**config.mk**
```make
export PLATFORM = sky130hd
export DESIGN_NAME = est_phase
export DESIGN_NICKNAME = d
export VERILOG_FILES = /design/src/est_pkg.sv /design/src/est_phase.sv
export SDC_FILE = /design/constraint.sdc
export NUM_CORES = 2
export LEC_CHECK = 0
export BUFFER_PORTS_ARGS = -buffer_cell sky130_fd_sc_hd__clkbuf_2
export CAP_MARGIN = 10
export CORE_UTILIZATION = 40
export CTS_BUF_LIST = sky130_fd_sc_hd__clkbuf_4 sky130_fd_sc_hd__clkbuf_8
export CTS_CLUSTER_SIZE = 14
export DETAILED_ROUTE_END_ITERATION = 10
export GPL_ROUTABILITY_DRIVEN = 0
export HOLD_SLACK_MARGIN = 0.15
export PLACE_DENSITY = 0.58
export SLEW_MARGIN = 20
export SYNTH_ARGS = -nofsm -noshare
export SYNTH_HDL_FRONTEND = slang
export SYNTH_SLANG_ARGS = --single-unit
```
**constraint.sdc**
```tcl
create_clock -name clk -period 9.4 [get_ports clk]
set_input_delay 0.94 -clock clk [delete_from_list [all_inputs] [get_ports clk]]
set_output_delay 0.94 -clock clk [all_outputs]
set_load 0.01 [all_outputs]
```
**src/est_pkg.sv**
```systemverilog
// Shared types, constants and the CORDIC arctangent table for the
// Euler rotation/scale/translation matrix block. No dependencies.
`timescale 1ns / 1ps
package est_pkg;

  localparam int unsigned SINCOS_BITS_DEF = 16;
  localparam int unsigned ANG_W   = 16;
  localparam int unsigned SCL_W   = 16;
  localparam int unsigned OFS_W   = 32;
  localparam int unsigned ENT_W   = 25;
  localparam int unsigned CW      = 34;   // CORDIC datapath width
  localparam int unsigned RED_W   = 15;   // reduced angle, [0, 23040)
  localparam int unsigned TABLE_LEN   = 25;
  localparam int unsigned CORDIC_FRAC = 30;
  localparam int signed   FULL_TURN   = 23040;
  localparam longint unsigned GAIN_INV = 64'd652032874;
  // phase = red*2^32/23040 rounded = red*PH_MUL + (23*red + 22)/45
  localparam longint unsigned PH_MUL  = 64'd186413;
  localparam longint unsigned REC_MUL = 64'd1491309;   // ceil(2^26/45)
  localparam int unsigned     REC_SH  = 26;
  localparam int signed   ENT_MAX = 16777215;
  localparam int signed   ENT_MIN = -16777216;

  typedef logic signed [CW-1:0] cw_t;

  typedef struct packed {
    cw_t        x;
    cw_t        y;
    cw_t        z;
    logic [1:0] quad;
  } rot_t;

  typedef struct packed {
    logic signed [SCL_W-1:0] scale_x;
    logic signed [SCL_W-1:0] scale_y;
    logic signed [SCL_W-1:0] scale_z;
    logic signed [OFS_W-1:0] offset_x;
    logic signed [OFS_W-1:0] offset_y;
    logic signed [OFS_W-1:0] offset_z;
  } side_t;

  // atan(2^-i) as a fraction of a full turn, times 2^32
  function automatic cw_t atan_turn(input int unsigned idx);
    cw_t v;
    case (idx)
      0:  v = CW'(536870912);
      1:  v = CW'(316933406);
      2:  v = CW'(167458907);
      3:  v = CW'(85004756);
      4:  v = CW'(42667331);
      5:  v = CW'(21354465);
      6:  v = CW'(10679838);
      7:  v = CW'(5340245);
      8:  v = CW'(2670163);
      9:  v = CW'(1335087);
      10: v = CW'(667544);
      11: v = CW'(333772);
      12: v = CW'(166886);
      13: v = CW'(83443);
      14: v = CW'(41722);
      15: v = CW'(20861);
      16: v = CW'(10430);
      17: v = CW'(5215);
      18: v = CW'(2608);
      19: v = CW'(1304);
      20: v = CW'(652);
      21: v = CW'(326);
      22: v = CW'(163);
      23: v = CW'(81);
      24: v = CW'(41);
      default: v = '0;
    endcase
    return v;
  endfunction

endpackage

```
**src/est_phase.sv**
```systemverilog
// Angle front end: modulo-360 reduction, scaling to a 32-bit binary angle,
// quadrant split and CORDIC seed. Three stages. Depends on est_pkg.
`timescale 1ns / 1ps
module est_phase (
  input  logic                            clk,
  input  logic                            rst_n,
  input  logic                            vld_i,
  output logic                            rdy_o,
  input  logic signed [est_pkg::ANG_W-1:0] ang_i [3],
  input  est_pkg::side_t                  side_i,
  output logic                            vld_o,
  input  logic                            rdy_i,
  output est_pkg::rot_t [2:0]             rot_o,
  output est_pkg::side_t                  side_o
);
  import est_pkg::*;

  localparam int unsigned M1_W = 33;
  localparam int unsigned N_W  = 20;
  localparam int unsigned M2_W = 41;

  logic [2:0] vld_r;
  logic [2:0] rdy;

  logic [RED_W-1:0] red_nxt [3];
  logic [RED_W-1:0] red_r [3];
  logic [M1_W-1:0]  m1_nxt [3];
  logic [M1_W-1:0]  m1_r [3];
  logic [M2_W-1:0]  m2_nxt [3];
  logic [M2_W-1:0]  m2_r [3];
  rot_t [2:0]       rot_nxt;
  rot_t [2:0]       rot_r;
  side_t            side_a_r, side_b_r, side_c_r;

  assign rdy[2] = !vld_r[2] || rdy_i;
  assign rdy[1] = !vld_r[1] || rdy[2];
  assign rdy[0] = !vld_r[0] || rdy[1];
  assign rdy_o  = rdy[0];

  always_comb begin
    logic signed [17:0] a0, s1, s2, s3;
    logic [N_W-1:0]     n;
    logic [31:0]        ph;
    for (int k = 0; k < 3; k++) begin
      a0 = 18'(ang_i[k]);
      s1 = a0 + 18'sd23040;
      s2 = a0 + 18'sd46080;
      s3 = a0 - 18'sd23040;
      if (a0 < -18'sd23040)     red_nxt[k] = s2[RED_W-1:0];
      else if (a0 < 18'sd0)     red_nxt[k] = s1[RED_W-1:0];
      else if (a0 >= 18'sd23040) red_nxt[k] = s3[RED_W-1:0];
      else                      red_nxt[k] = a0[RED_W-1:0];

      m1_nxt[k] = M1_W'(red_r[k]) * M1_W'(PH_MUL);
      n         = N_W'(red_r[k]) * N_W'(23) + N_W'(22);
      m2_nxt[k] = M2_W'(n) * M2_W'(REC_MUL);

      ph = m1_r[k][31:0] + 32'(m2_r[k][M2_W-1:REC_SH]);
      rot_nxt[k].x    = cw_t'(GAIN_INV);
      rot_nxt[k].y    = '0;
      rot_nxt[k].z    = cw_t'(ph[29:0]);
      rot_nxt[k].quad = ph[31:30];
    end
  end

  always_ff @(posedge clk) begin
    if (!rst_n) begin
      vld_r <= '0;
    end else begin
      if (rdy[0]) vld_r[0] <= vld_i;
      if (rdy[1]) vld_r[1] <= vld_r[0];
      if (rdy[2]) vld_r[2] <= vld_r[1];
    end
  end

  always_ff @(posedge clk) begin
    if (rdy[0]) begin
      red_r    <= red_nxt;
      side_a_r <= side_i;
    end
    if (rdy[1]) begin
      m1_r     <= m1_nxt;
      m2_r     <= m2_nxt;
      side_b_r <= side_a_r;
    end
    if (rdy[2]) begin
      rot_r    <= rot_nxt;
      side_c_r <= side_b_r;
    end
  end

  assign vld_o  = vld_r[2];
  assign rot_o  = rot_r;
  assign side_o = side_c_r;

endmodule

```
* After elaboration in Yosys (flattened, before gate mapping)
Index checks and enable logic that the tools add are counted.
** Storage, ports and cells
- Flip-flop bits (word level) :: 795
- Input bits :: 196
** Cells by class
- $add $sub $neg :: 15
- Multiply operators :: 9
- Magnitude comparators :: 9
- Multiplexer cells :: 9
- Reduce and logical (&&, ||, !) cells :: 6
** Operator list (count)
- $mux 15 :: 9
- $mul 20x21->41 const B :: 3
- $add 32x15->32 :: 3
- $mul 15x18->32 const B :: 3
- $add 15x15->15 const B :: 6
- $add 20x5->20 const B :: 3
- $mul 15x5->20 const B :: 3
- $ge 16x16->1 const B :: 3
- $lt 16x1->1 const B :: 3
- $lt 16x16->1 const B :: 3
- $sub 15x15->15 const B :: 3
- $logic_not 1->1 :: 3
- $logic_or 1x1->1 :: 3

* Logic depth before layout (Yosys ltp)
- Depth after elaboration :: 4
- Mapped depth :: 42

* Least setup slack after synthesis
Ideal clock, no wire load.
- Kind :: register to register
- From :: register red_r[30] in the netlist's numbering
- To :: register m2_r[122] in the netlist's numbering (data pin)
- Library setup time :: 0.266 ns
- Data arrival time :: 9.270 ns
- Data required time :: 9.134 ns
- Path slack :: -0.136 ns
- Stages on the path, launching flop included :: 39
- Path buffers :: 0
- Clock period less this slack :: 9.536 ns
- Cells stage by stage :: edfxtp_1 > inv_1 > fa_1 > fa_1 > inv_1 > ha_1 > inv_1 > fa_1 > nor2b_1 > o21ai_0 > a21boi_0 > o21ai_0 > nand2b_1 > a21o_1 > a211oi_1 > or2_2 > xnor2_1 > inv_1 > (+3 left out) > inv_1 > fa_1 > fa_1 > fa_1 > fa_1 > inv_1 > fa_1 > inv_1 > ha_1 > a21oi_1 > o22ai_1 > o21bai_1 > and4b_1 > a21o_1 > o22ai_2 > a221o_1 > o41ai_1 > xnor2_1
** RTL lines
- from (decl) :: RTL line est_phase.sv:26 : logic [RED_W-1:0] red_r [3];
- from (signal assigned) :: RTL line est_phase.sv:78 : red_r <= red_nxt;
- to (signal assigned) :: RTL line est_phase.sv:83 : m2_r <= m2_nxt;
- to (decl) :: RTL line est_phase.sv:30 : logic [M2_W-1:0] m2_r [3];

==> results_dict.tcl <==
set metrics [dict create \
    violations "setup timing" \
    grt_max_degree 85 \
    dpl_cell_area_um2 69900 \
    seqCellArea_um2 21500 \
    synth_warnings 0 \
    numPortBuffers 437 \
    synth.cell_area_um2 63200 \
    cp_common_cell "fa_1" \
    rsz0062_at_grt "true" \
    holdCritPathClass "primary input to flop" \
    worstHoldPathCells 1 \
    clock_latency_ns 0.88 \
    grtUsageMet2 0.301 \
    nets 8297 \
    clock_skew_ns 0.0521 \
    setup_viol_count_final 6 \
    drive_gt1_frac 0.200 \
    design_area_um2 75000 \
    rr_endpoint "m2_r[117]" \
    grt_busiest_layer "met2" \
    vias 40000 \
    cp-end-kind "flop" \
    start_util 0.404 \
    clk_pin_slew_ns 0.06 \
    coreArea_um2 156000 \
    wirelength_um 146000 \
    crit_required_ns 9.97 \
    grt-ovfl-total 0 \
    cp_slowest_cell "fa_1" \
    ant_nets 0 \
    maxSlewHeadroom 0.367 \
    post-route-period-util 1.01 \
    drc_errors 0 \
    dr.pass1.iters 5 \
    vias_per_cell 4.69 \
    detail_route.iter0.violations 1778 \
    worstSetupPathType "flop to flop" \
    nFillCells 14100 \
    avgSynthCellArea_um2 11.9 \
    io_pins 654 \
    numCtsBuffers 130 \
    synth_edf_count 714 \
    hold_viol_final 0 \
    dieHeight_um 399 \
    r2r-start "red_r[34]" \
    cts.sinks 717 \
    hpwl_um 121000 \
    clk_path_buf_depth 3 \
    seq_area_frac_synth 0.340 \
    cp_max_fo 5 \
    timing.setup.tns_ns -0.304 \
    status "finished with violations" \
    async_flop_share 0 \
    areaGrowthSynthToFinish_pct 18.8 \
    use_met1 0.253 \
    netlist_instances 5324 \
    max_stage_delay_ns 0.53 \
    synth-seq-cells 717 \
    dp.cells 8182 \
    maxSlewViolCount 0 \
    layout.cells.non_filler 8534 \
    start_kind "flop" \
    clock_tree.root_cell "clkbuf_8" \
    maxCapViolations 0 \
    ys_types 77 \
    wire_per_inst_um 17.1 \
    hold_start "side_i[36]" \
    r2r_cells 41 \
    dp_slack_ns -0.507 \
    multi_input_area_um2 37500 \
    antenna_found_initial 7 \
    grt_use_total 0.184 \
    tightest_slew_ns 0.950 \
    grt_pass1_vias 41900 \
    die-area_um2 159000 \
    grt_pass1_wl_um 227000 \
    cts_tree "built" \
    reg2reg_setup_slack_ns -0.10 \
    dieWidth_um 399 \
    hold_end "side_a_r[36]" \
    min_period_ns 9.50 \
    htree_levels 4 \
    ys.flop_type "edfxtp_1" \
    postLayoutSetupSlackWorst_ns -0.103 \
    rows 145 \
    crit_arrival_ns 10.07 \
    met3_usage 0.0302 \
    clock.fmax_ghz 0.105 \
]
==> metrics by stage <==
| step | util | hold WS [ns] |
|---|---|---|
| floorplan | - | 0.400 |
| global placement | 0.447 | 0.400 |
| detailed placement | 0.447 | 0.405 |
| CTS | 0.472 | 0.150 |
| global route | 0.480 | 0.188 |
| finish | 0.480 | 0.276 |
==> how the worst max path moves through the flow <==
stage	slack [ns]	start	depth (start not counted)	endpoint
global route	-0.50	red_r[34]	42	m2_r[117]
floorplan	-0.03	red_r[30]	38	m2_r[122]
detailed placement	-0.51	red_r[32]	40	m2_r[122]
finish	-0.10	red_r[34]	41	m2_r[117]
CTS	-0.05	red_r[34]	39	m2_r[122]
global placement	-0.29	red_r[33]	39	m2_r[122]
==> synthesized netlist by cell type, types with 10 or more instances <==
| library cell | instances | area share |
|---|---|---|
| inv_1 | 1214 | 0.072 |
| ha_1 | 1095 | 0.22 |
| edfxtp_1 | 714 | 0.34 |
| fa_1 | 630 | 0.20 |
| buf_4 | 216 | 0.026 |
| a21oi_1 | 178 | 0.014 |
| xnor2_1 | 172 | 0.024 |
| nor2_1 | 143 | 0.0085 |
| nand2_1 | 133 | 0.0079 |
| o21ai_0 | 106 | 0.0084 |
| xor2_1 | 93 | 0.013 |
| a21o_1 | 80 | 0.0095 |
| nor3_1 | 65 | 0.0052 |
| nand3_1 | 53 | 0.0042 |
| and3_1 | 39 | 0.0039 |
| nor2b_1 | 36 | 0.0036 |
| a211oi_1 | 30 | 0.0036 |
| o21a_1 | 28 | 0.0033 |
| nand2b_1 | 25 | 0.0025 |
| o21bai_1 | 24 | 0.0029 |
| nand4_1 | 18 | 0.0018 |
| a31oi_1 | 16 | 0.0016 |
| o211ai_1 | 14 | 0.0017 |
| or2_2 | 14 | 0.0014 |
| or3_1 | 14 | 0.0014 |
| and2_1 | 12 | 0.0012 |
| a21boi_0 | 10 | 0.0012 |
==> flip-flops by register name, indices dropped and copies added, names as in the netlist <==
name,count
m1_r,96
side_a_r,144
side_o,144
side_b_r,144
rot_o,96
m2_r,45
vld_r,3
red_r,45
==> metal layers <==
metal | part of all wire | vias up
li1 | - | 19500
met1 | 0.47 | 19600
met2 | 0.47 | 799
met3 | 0.046 | 186
met4 | 0.019 | 2
met5 | 0.00014 | -
==> cell usage in the layout (no fill, tap or decap), drive strengths merged, types with 133 or more instances in the layout <==
cell type	instances
edfxtp	714
xnor2	173
inv	1226
nand2	133
nor2	143
buf	432
clkbuf	613
fa	630
conb	216
ha	1095
a21oi	180
==> critical path, delay by kind of cell, from the launching register on <==
kind	cells	cell delay (ns)
simple gates	9	1.06
buf+inv	9	0.60
flops	1	0.46
compound gates	10	2.00
fa+ha+maj	12	4.98
xor+xnor	1	0.10
==> cells by family (layout without fill, tap and decap cells) <==
family	after synthesis	count (layout)	synth area share
AND/OR/NAND/NOR	586	586	0.0456
other	2	219	0.000119
adder cells (fa/ha/maj)	1725	1725	0.417
AO/OA/AOI/OAI	581	581	0.0595
XOR/XNOR	270	270	0.0387
multiplexers	4	4	0.000693
flip-flops	717	717	0.340
buffers and inverters	1439	2374	0.0984
==> layout make-up <==
class                   instances  share of cell area
multi-input cells            3382               0.500
flip-flops and latches        717               0.287
inverters                    1214              0.0608
well taps                    2058              0.0343
clock buffers                 176              0.0286
repair buffers                931              0.0817
clock inverters                53             0.00802
diodes                          3            0.000100
==> timing repair <==
| item | 4_1_cts | 5_1_grt |
|---|---|---|
| hold endpoints to repair | 62 | 0 |
| pin swaps | 51 | 96 |
| endpoints found under the setup margin | 31 | 39 |
| gates resized for setup | 71 | 170 |
| hold buffers | 62 | 0 |
| buffers inserted | 28 | 34 |
Power is not shown: default switching activity piles up to over one toggle a cycle in this logic, so the estimate is an artifact.
