[config.mk]
export PLATFORM = sky130hd
export DESIGN_NAME = est_cordic_cell
export DESIGN_NICKNAME = d
export VERILOG_FILES = /design/src/est_pkg.sv /design/src/est_cordic_cell.sv
export SDC_FILE = /design/constraint.sdc
export NUM_CORES = 1
export LEC_CHECK = 0
export ABC_AREA = 1
export ABC_CLOCK_PERIOD_IN_PS = 14600
export BUFFER_PORTS_ARGS = -buffer_cell sky130_fd_sc_hd__buf_2
export CAP_MARGIN = 30
export CORE_AREA = 2 2 362 364
export CTS_CLUSTER_SIZE = 12
export DETAILED_ROUTE_END_ITERATION = 6
export DIE_AREA = 0 0 364 366
export HOLD_SLACK_MARGIN = 0.03
export PLACE_DENSITY = 0.46
export SLEW_MARGIN = 15
export SYNTH_ARGS = -nofsm -noshare
export SYNTH_HDL_FRONTEND = slang
export SYNTH_SLANG_ARGS = --single-unit
[constraint.sdc]
create_clock -name clk -period 14.6 [get_ports clk]
set_input_delay 0.73 -clock clk [delete_from_list [all_inputs] [get_ports clk]]
set_output_delay 0.73 -clock clk [all_outputs]
set_load 0.05 [all_outputs]
[src/est_pkg.sv]
// Shared types, constants and the CORDIC arctangent table for the
// Euler rotation/scale/translation matrix block. No dependencies.
`timescale 1ns / 1ps
package est_pkg;

  localparam int unsigned SINCOS_BITS_DEF = 16;
  localparam int unsigned ANG_W   = 16;
  localparam int unsigned SCL_W   = 16;
  localparam int unsigned OFS_W   = 32;
  localparam int unsigned ENT_W   = 25;
  localparam int unsigned CW      = 34;   // CORDIC datapath width
  localparam int unsigned RED_W   = 15;   // reduced angle, [0, 23040)
  localparam int unsigned TABLE_LEN   = 25;
  localparam int unsigned CORDIC_FRAC = 30;
  localparam int signed   FULL_TURN   = 23040;
  localparam longint unsigned GAIN_INV = 64'd652032874;
  // phase = red*2^32/23040 rounded = red*PH_MUL + (23*red + 22)/45
  localparam longint unsigned PH_MUL  = 64'd186413;
  localparam longint unsigned REC_MUL = 64'd1491309;   // ceil(2^26/45)
  localparam int unsigned     REC_SH  = 26;
  localparam int signed   ENT_MAX = 16777215;
  localparam int signed   ENT_MIN = -16777216;

  typedef logic signed [CW-1:0] cw_t;

  typedef struct packed {
    cw_t        x;
    cw_t        y;
    cw_t        z;
    logic [1:0] quad;
  } rot_t;

  typedef struct packed {
    logic signed [SCL_W-1:0] scale_x;
    logic signed [SCL_W-1:0] scale_y;
    logic signed [SCL_W-1:0] scale_z;
    logic signed [OFS_W-1:0] offset_x;
    logic signed [OFS_W-1:0] offset_y;
    logic signed [OFS_W-1:0] offset_z;
  } side_t;

  // atan(2^-i) as a fraction of a full turn, times 2^32
  function automatic cw_t atan_turn(input int unsigned idx);
    cw_t v;
    case (idx)
      0:  v = CW'(536870912);
      1:  v = CW'(316933406);
      2:  v = CW'(167458907);
      3:  v = CW'(85004756);
      4:  v = CW'(42667331);
      5:  v = CW'(21354465);
      6:  v = CW'(10679838);
      7:  v = CW'(5340245);
      8:  v = CW'(2670163);
      9:  v = CW'(1335087);
      10: v = CW'(667544);
      11: v = CW'(333772);
      12: v = CW'(166886);
      13: v = CW'(83443);
      14: v = CW'(41722);
      15: v = CW'(20861);
      16: v = CW'(10430);
      17: v = CW'(5215);
      18: v = CW'(2608);
      19: v = CW'(1304);
      20: v = CW'(652);
      21: v = CW'(326);
      22: v = CW'(163);
      23: v = CW'(81);
      24: v = CW'(41);
      default: v = '0;
    endcase
    return v;
  endfunction

endpackage

[src/est_cordic_cell.sv]
// One CORDIC rotation step for all three axes, registered.
// IDX selects the shift and the arctangent constant. Depends on est_pkg.
`timescale 1ns / 1ps
module est_cordic_cell #(
  parameter int unsigned IDX = 0
) (
  input  logic                clk,
  input  logic                rst_n,
  input  logic                vld_i,
  output logic                rdy_o,
  input  est_pkg::rot_t [2:0] rot_i,
  input  est_pkg::side_t      side_i,
  output logic                vld_o,
  input  logic                rdy_i,
  output est_pkg::rot_t [2:0] rot_o,
  output est_pkg::side_t      side_o
);
  import est_pkg::*;

  localparam cw_t ATAN = atan_turn(IDX);

  logic       vld_r;
  rot_t [2:0] rot_nxt;
  rot_t [2:0] rot_r;
  side_t      side_r;
  cw_t        xs [3];
  cw_t        ys [3];
  cw_t        zs [3];

  assign rdy_o = !vld_r || rdy_i;

  always_comb begin
    for (int k = 0; k < 3; k++) begin
      xs[k] = rot_i[k].x;
      ys[k] = rot_i[k].y;
      zs[k] = rot_i[k].z;
      rot_nxt[k].quad = rot_i[k].quad;
      if (!zs[k][CW-1]) begin
        rot_nxt[k].x = xs[k] - (ys[k] >>> IDX);
        rot_nxt[k].y = ys[k] + (xs[k] >>> IDX);
        rot_nxt[k].z = zs[k] - ATAN;
      end else begin
        rot_nxt[k].x = xs[k] + (ys[k] >>> IDX);
        rot_nxt[k].y = ys[k] - (xs[k] >>> IDX);
        rot_nxt[k].z = zs[k] + ATAN;
      end
    end
  end

  always_ff @(posedge clk) begin
    if (!rst_n) begin
      vld_r <= 1'b0;
    end else if (rdy_o) begin
      vld_r <= vld_i;
    end
  end

  always_ff @(posedge clk) begin
    if (rdy_o) begin
      rot_r  <= rot_nxt;
      side_r <= side_i;
    end
  end

  assign vld_o  = vld_r;
  assign rot_o  = rot_r;
  assign side_o = side_r;

endmodule

After elaboration in Yosys (flattened, before gate mapping)
Cells that the tools add are included.
- bits of input ports: 460
- register bits: 457
- output and inout port bits: 458
- word-level logic and storage cells: 39
- add/subtract/negate cells: 15
- mux-type cells: 3
- reductions and logical operators: 2
- operators with widths (kind ; number):
    two-way mux 102 bit ; 3
    subtractor 34 bit ; 6
    adder 34 x 31 -> 34 bit, second input constant ; 3
    adder 34 bit ; 3
    subtractor 34 x 31 -> 34 bit, second input constant ; 3
    logical NOT 1 bit ; 1
    logical OR 1 bit ; 1

Longest topological paths before layout
Gate-level depths: netlist (run 1).
- depth in word-level cells: 2
- gate-level depth with buffers: 17

Least setup slack after synthesis (run 1)
Ideal clock, no wire load.
- path type: input to register
- from: input port rdy_i
- to: register vld_r, in the netlist vld_o
- required time: 13.959 ns
- stages: 3
- arrival: 11.138 ns
- slack: 2.821 ns
- cell sequence: inv_1 -> nand2_1 -> a21boi_0
- word-level cells in the longest chain between the ends: 1
- ends and longest elaborated chain (item ; RTL line ; source):
    start: declaration ; est_cordic_cell.sv:14 ; input logic rdy_i,
    logical OR 1 bit ; est_cordic_cell.sv:30 ; assign rdy_o = !vld_r || rdy_i;
    net rdy_o ; est_cordic_cell.sv:10 ; output logic rdy_o,
    end signal: assignment ; est_cordic_cell.sv:54 ; vld_r <= vld_i;
    end: declaration ; est_cordic_cell.sv:22 ; logic vld_r;
The timed path passes the listed nets, and every way through them passes these cells.
A chain may end at the register's enable or synchronous reset.

Final worst setup path (run 1)
- from: register vld_r, in the netlist vld_o
- to: output port rdy_o
- word-level cells in the longest chain between the ends: 2
- ends and longest elaborated chain (item ; RTL line):
    logical NOT 1 bit ; est_cordic_cell.sv:30
    logical OR 1 bit ; est_cordic_cell.sv:30
    end: declaration ; est_cordic_cell.sv:10
Every way passes these cells.

==> summary.txt, run 1 <==
Critical path
  • Critical Path Max Stage Delay: 0.58 ns
  • Startpoint Class: register
  • Crit end category: output pin
  • Buf+Inv Stages, Crit Path: 3
  • Most frequent CP cell: buf_4
  • Crit-path slowest cell: buf_4
  • RR Startpoint: vld_o
  • R2R setup slack: 11.44 ns
  • Worst r2r path cells: 4
  • Worst r2r dst: rot_o[245]
  • Crit path max-delay family: buffers and inverters
  • Worst EP arrival: 3.08 ns
  • CP cell instances: nand2_4 -> buf_4 -> buf_4 -> buf_2
  • Required @ worst endpoint: 13.87 ns
  • Max FO, Critical Path: 48
  • CP Class: register to output pin

GRT
  • Met1 usage in global routing: 30.9%
  • Congestion Overflow GR: 0
  • GR peak layer: met2
  • M3 GR Usage: 4.26%
  • First-pass GRT wire length: 237000 um
  • Largest net degree at the start of global routing: 77
  • Initial antenna violation count: 28
  • Met2 Use GR: 41.2%
  • Total GRT Usage: 24.1%
  • Vias in the first global route: 34837

Placed design
  • Post-DP HPWL: 141000 um
  • Place WS: 10.85 ns
  • Area of placed instances: 0.0420 mm2
  • Placer Congestion: 0.949
  • Port bufs: 917

Floorplanning
  • Core area: 0.129 mm2
  • Initial Utilization: 27.9%
  • Die area: 0.133 mm2
  • Rows: 132
  • I/O pins: 918
  • Die height: 366 um
  • Die Width: 364 um

Layout
  • Syn-to-layout area delta: 22.2%
  • Post-route cell area: 0.0440 mm2
  • Fin nets: 6491
  • FILL cells: 14099
  • Share of cells above drive strength 1: 19.1%

Hold path
  • Min-Delay Endpoint: side_o[74]
  • Hold WC Path Type: primary input to register
  • Hold Path Cell Cnt: 1
  • Hold Crit Start: side_i[74]

Clock tree
  • Post-CTS setup buffers: 0
  • Clk buf depth: 3
  • CTS tree: done
  • Post-CTS sizing: 0
  • Clock edge transition at the registers on the reported setup and hold paths: 0.06 ns
  • Root Buffer Master: clkbuf_16
  • TritonCTS Buffers: 58
  • Worst skew pair latency: 0.68 ns
  • # H-tree levels: 2
  • # hold bufs at CTS: 0
  • Sink Count: 454

Logic synthesis
  • Top_reg_cell synth: edfxtp_1
  • Top cell type's share of synthesized area: 37.8%
  • Post-synthesis net count: 5633
  • Yosys warnings: 0
  • Synthesized area: 0.0360 mm2
  • Count leader, synth: nand2_1
  • Asr flop ratio synth: 0%
  • Mapped Cells: 4855
  • Area leader, netlist: edfxtp_1
  • Count of flip-flops with a built-in enable after synthesis: 453
  • #FFs+latches synth: 454
  • Post-synth top cells: 1361 x nand2_1, 721 x inv_1, 488 x nand3_1
  • Unique cell type count in the Yosys netlist: 49
  • Seq/Total Area, Yosys: 37.9%
  • Dominant cells by area after synthesis: edfxtp_1 38%, nand2_1 14%, ha_1 11%
  • Mean Syn Cell Area: 7.41 um2

Route
  • DR WL/cell: 22.3 um
  • DRT Pass-1 Iters: 6
  • Post-route ant nets: 0
  • Via/cell ratio: 4.82
  • Final wirelength: 167000 um
  • Total number of vias: 36261
  • Iteration-0 DRC Markers: 2677
  • Remaining routing DRC violations: 0

Pwr
  • Worst vdd ir: 97.3 uV
  • Lkg Pwr: 22.0 nW
  • Power Total: 0.00501 W
  • Pwr Density: 114 mW/mm2

STA
  • Slew margin rel.: 35.3%
  • Setup TNS Final: 0 ns
  • Clock Skew: 0.0190 ns
  • Final Cycle Share: 26.1%
  • Slew @ Worst Pin: 0.971 ns
  • Fmax: 263 MHz
  • Final WS setup: 10.79 ns
  • Slew Viols, Final: 0
  • Crit path time final: 3.81 ns
  • Final setup fails: 0
  • RSZ-0062 raised after global routing: false
  • Final Hold Fails: 0

Run status
  • Status: complete, no violations

Flow run
  • Max-cap violations: 0
-- power by group --
part / switching (W) / internal, W / leakage, nW
Clock: 0.000633 / 0.000806 / 0.906
Sequential: 0.0000652 / 0.00163 / 4.72
Combinational: 0.00145 / 0.000435 / 16.3
Total: 0.00215 / 0.00287 / 22.0
-- worst max path at each step --
stage / from / to / slack (ns) / depth (start not counted)
floorplan: rdy_i / vld_o / 2.82 / 3
global placement: rdy_i / rot_o[278] / 10.86 / 6
detailed placement: rdy_i / rot_o[278] / 10.85 / 6
CTS: vld_o / rdy_o / 10.68 / 4
global route: vld_o / rdy_o / 10.60 / 4
finish: vld_o / rdy_o / 10.79 / 4
-- state kept, by name (all words and copies together) (netlist names) --
register and cells:
rot_o 309, side_o 144, vld_o 1
-- cells in the final DEF (no fill, tap or decap), types with 8 or more instances in the layout --
master,count
inv_1,720
a21oi_1,350
xor2_1,79
ha_1,306
fa_1,12
o21ai_0,269
or2_2,11
o21ai_1,19
o21bai_1,41
nand2_2,16
nand2_1,1360
inv_2,13
nand3b_1,13
nor3_1,45
nor2_2,14
clkbuf_16,58
nand3_1,488
buf_2,917
o22ai_1,14
buf_4,14
edfxtp_1,453
a21o_1,11
diode_2,15
clkinv_2,11
clkinv_1,10
clkbuf_1,8
nor2_1,377
nand4_1,37
-- metal layers --
metal | vias to the layer above | share of wire, %
met5 | - | 0.088
met4 | 22 | 2.5
met2 | 1285 | 48
li1 | 17577 | -
met1 | 17197 | 43
met3 | 180 | 6.8
-- logic make-up after synthesis --
logic type               count (synthesis)  synth area share, %
adder cells (fa/ha/maj)                318                 11.3
XOR/XNOR                                81                 1.97
flip-flops                             454                 37.9
multiplexers                             1               0.0278
AND/OR/NAND/NOR                       2393                 27.9
AO/OA/AOI/OAI                          741                 11.0
buffers and inverters                  867                 9.91
-- area by class of cell --
class                   instances  area (um2)  share of cell area (%)
multi-input cells            3534       18800                    42.7
diodes                         15        37.5                  0.0853
inverters                     733        2750                    6.26
well taps                    1742        2180                    4.96
repair buffers                932        4720                    10.7
flip-flops and latches        454       13600                    31.0
clock inverters                40         393                   0.893
clock buffers                  66        1480                    3.37
-- through the flow --
stage / util (%) / hold WS [ns] / std cells
4_1_cts: 34.0 / 0.152 / 7500
5_1_grt: 34.1 / 0.174 / 7510
6_report: 34.1 / 0.224 / 7516
2_1_floorplan: - / 0.829 / 4855
3_3_place_gp: 32.6 / 0.906 / 7394
3_5_place_dp: 32.6 / 0.908 / 7394
No activity file was read; power rests on OpenSTA's default activity.
==> run 2: changes to the inputs <==
--- a/config.mk
+++ b/config.mk
@@ -6,7 +6,7 @@
 export NUM_CORES = 1
 export LEC_CHECK = 0
 export ABC_AREA = 1
-export ABC_CLOCK_PERIOD_IN_PS = 14600
+export ABC_CLOCK_PERIOD_IN_PS = 3900
 export BUFFER_PORTS_ARGS = -buffer_cell sky130_fd_sc_hd__buf_2
 export CAP_MARGIN = 30
 export CORE_AREA = 2 2 362 364
==> constraint.sdc (replaced) <==
create_clock -name clk -period 3.9 [get_ports clk]
set_input_delay 0.195 -clock clk [delete_from_list [all_inputs] [get_ports clk]]
set_output_delay 0.195 -clock clk [all_outputs]
set_load 0.05 [all_outputs]
==> run 2 against run 1 <==
  * Via count up 3.7%
  * Critical path type is now primary input to register
  * Combinational power rose to 3.9 times the previous value
  * Total power rose to 3.8 times the previous value
  * Utilization up 2.3 points
  * Clock-buffer cell count up 2
  * Die area unchanged
  * First-iteration DRC count up 15%
  * Flip-flop and latch count unchanged
  * Final cell count up 3.7%
  * Clock power rose to 3.9 times the previous value
  * Sequential power rose to 3.8 times the previous value
  * Highest routed layer unchanged
  * Largest power group unchanged
  * Non-clock buffer count up 284
==> summary.txt, run 2 (synthesized netlist as in run 1, its figures left out) <==
Run status
  • Status: complete, no violations

Placed design
  • Port bufs: 917 (unchanged)
  • Placer Congestion: 0.996 (+5.0%)
  • Post-DP HPWL: 142000 um (+0.42%)

Floorplanning
  • Die Width: 364 um (unchanged)
  • Die height: 366 um (unchanged)
  • Die area: 0.133 mm2 (unchanged)
  • Core area: 0.129 mm2 (unchanged)
  • Initial Utilization: 27.9% (unchanged)
  • Rows: 132 (unchanged)
  • I/O pins: 918 (unchanged)

STA
  • Slew margin rel.: 36.0% (+0.69 points)
  • Final Cycle Share: 70.8%
  • Final setup fails: 0 (unchanged)
  • Crit path time final: 2.76 ns
  • Setup TNS Final: 0 ns (unchanged)
  • Slew @ Worst Pin: 0.960 ns (-0.0103 ns)
  • RSZ-0062 raised after global routing: false
  • Fmax: 362 MHz
  • Slew Viols, Final: 0 (unchanged)
  • Final Hold Fails: 0 (unchanged)
  • Clock Skew: 0.0509 ns (+0.0320 ns)

Route
  • Via/cell ratio: 4.82 (about the same)
  • Final wirelength: 169000 um (+1.1%)
  • Remaining routing DRC violations: 0 (unchanged)
  • Iteration-0 DRC Markers: 3079 (+15%)
  • DRT Pass-1 Iters: 6 (unchanged)
  • Post-route ant nets: 0 (unchanged)
  • Total number of vias: 37597 (+3.7%)
  • DR WL/cell: 21.7 um (-2.5%)

GRT
  • Vias in the first global route: 36781 (+5.6%)
  • Total GRT Usage: 24.4% (+0.32 points)
  • Initial antenna violation count: 24 (-14%)
  • First-pass GRT wire length: 242000 um (+2.2%)
  • Congestion Overflow GR: 0 (unchanged)
  • Largest net degree at the start of global routing: 87 (+13%)

Layout
  • Commonest non-fill, non-tap cell in the layout: nand2_1
  • Fin nets: 6775 (+4.4%)
  • Syn-to-layout area delta: 30.5%
  • Max reg flops: 309 (unchanged)
  • Most frequent cells in the layout: 1360 x nand2_1, 917 x buf_2, 720 x inv_1
  • Share of cells above drive strength 1: 18.5% (-0.57 points)

Critical path
  • Startpoint Class: primary input
  • Critical Path Max Stage Delay: 0.58 ns (about the same)
  • CP Class: primary input to register
  • R2R setup slack: 1.65 ns (-9.79 ns)
  • Required @ worst endpoint: 4.28 ns (-9.59 ns)
  • Max FO, Critical Path: 4 (-92%)
  • CP cell instances: dlygate4sd3_1 -> buf_2 -> inv_1 -> ha_1 -> fa_1 -> o21ai_1 -> nand2_1 -> nand2_1 -> nand2_1 -> nand2_1 -> nand2_1 -> nand2_1 -> nand2_1 -> nand3_1 -> nand2_1
  • Worst r2r path cells: 4 (unchanged)
  • Crit path max-delay family: simple AND/OR/NAND/NOR gates
  • Worst r2r dst: vld_o
  • Crit end category: register
  • RR Startpoint: vld_o
  • Buf+Inv Stages, Crit Path: 3 (unchanged)
  • Worst EP arrival: 3.14 ns (+0.06 ns)
  • Most frequent CP cell: nand2_1
  • Crit-path slowest cell: dlygate4sd3_1

Pwr
  • Worst vdd ir: 352 uV (+260%)
  • Power Total: 0.0193 W (+280%)
  • Combinational Power Share: 37.9% (+0.3 points)
  • Pwr Density: 410 mW/mm2 (+260%)
  • Cell internal pwr: 0.0112 W (+290%)
  • Lkg Pwr: 23.2 nW (+5.8%)
  • Sequential share of power: 33.0% (-0.7 points)
  • Clk pwr share: 29.2% (+0.5 points)
  • Switch Pwr: 0.00805 W (+270%)
  • Sw frac: 41.8% (-1.0 points)

Clock tree
  • Worst skew pair latency: 0.68 ns (about the same)
  • Clock edge transition at the registers on the reported setup and hold paths: 0.06 ns (about the same)
  • CTS tree: done
  • Clk buf depth: 3 (unchanged)
  • Root Buffer Master: clkbuf_16
  • Sink Count: 454 (unchanged)
  • # H-tree levels: 2 (unchanged)
  • TritonCTS Buffers: 58 (unchanged)

Hold path
  • Hold Crit Start: rot_i[69]
  • Hold Path Cell Cnt: 5 (+4)
  • Min-Delay Endpoint: rot_o[69]
  • Hold WC Path Type: primary input to register

Flow run
  • Max-cap violations: 0 (unchanged)
## run 2: worst max path at each step
| stage | end | depth (start not counted) | slack (ns) | start |
|---|---|---|---|---|
| floorplan | rot_o[0] | 1 | 0.87 | vld_o |
| detailed placement | rot_o[206] | 14 | 1.13 | rot_i[174] |
| global placement | rot_o[198] | 14 | 1.12 | rot_i[174] |
| CTS | rdy_o | 3 | 1.14 | vld_o |
| finish | rot_o[198] | 15 | 1.14 | rot_i[174] |
| global route | rot_o[206] | 15 | 1.02 | rot_i[174] |
## run 2: through the flow
stage	cells	area [um2]	hold WS (ns)	util (%)	setup WS (ns)
finish	7793	47000	0.0814	36.4	1.14
global placement	7416	42300	0.371	32.8	1.12
CTS	7786	46900	0.0321	36.4	1.14
global route	7790	46900	0.0773	36.4	1.02
detailed placement	7416	42300	0.373	32.8	1.13
floorplan	4855	36000	0.294	-	0.869
## run 2: what timing repair did
item / in CTS / in global routing
hold endpoints to repair: 258 / 0
hold buffers: 263 / 0
endpoints found under the setup margin: 0 / 0
resized for setup: 0 / 0
buffers inserted: 0 / 0
## run 2: power by group through the flow
stage / clock (W) / sequential, W / combinational (W)
finish: 0.00562 / 0.00635 / 0.00729
CTS: 0.00581 / 0.00636 / 0.00727
detailed placement: 0 / 0.00645 / 0.00701
global route: 0.00598 / 0.00640 / 0.00780
floorplan: 0 / 0.00842 / 0.00270
global placement: 0 / 0.00645 / 0.00703
## run 2: worst register-to-register path, cell delays in order, from the launching register on
cell	delay, ns
dfxtp_1	0.49
nand2_8	0.50
buf_4	0.48
a21boi_0	0.17
dlygate4sd3_1	0.55
## run 2: area by class of cell
class | count | area (um2)
fill | 13896 | 82000
multi-input combinational | 3534 | 18800
sequential | 454 | 13600
timing repair buffer | 1216 | 7590
inverter | 733 | 2750
tap | 1742 | 2180
clock buffer | 68 | 1490
clock inverter | 39 | 494
antenna | 7 | 17.5
## run 2: routing by layer
layer	share of wire (%)	wire, um	global-route usage [%]	vias to the layer above
li1	-	-	-	18155
met1	42	71800	31.0	17802
met2	47	80100	41.7	1406
met3	6.8	11500	4.23	216
met4	3.3	5620	7.62	18
met5	0.062	105	0	-
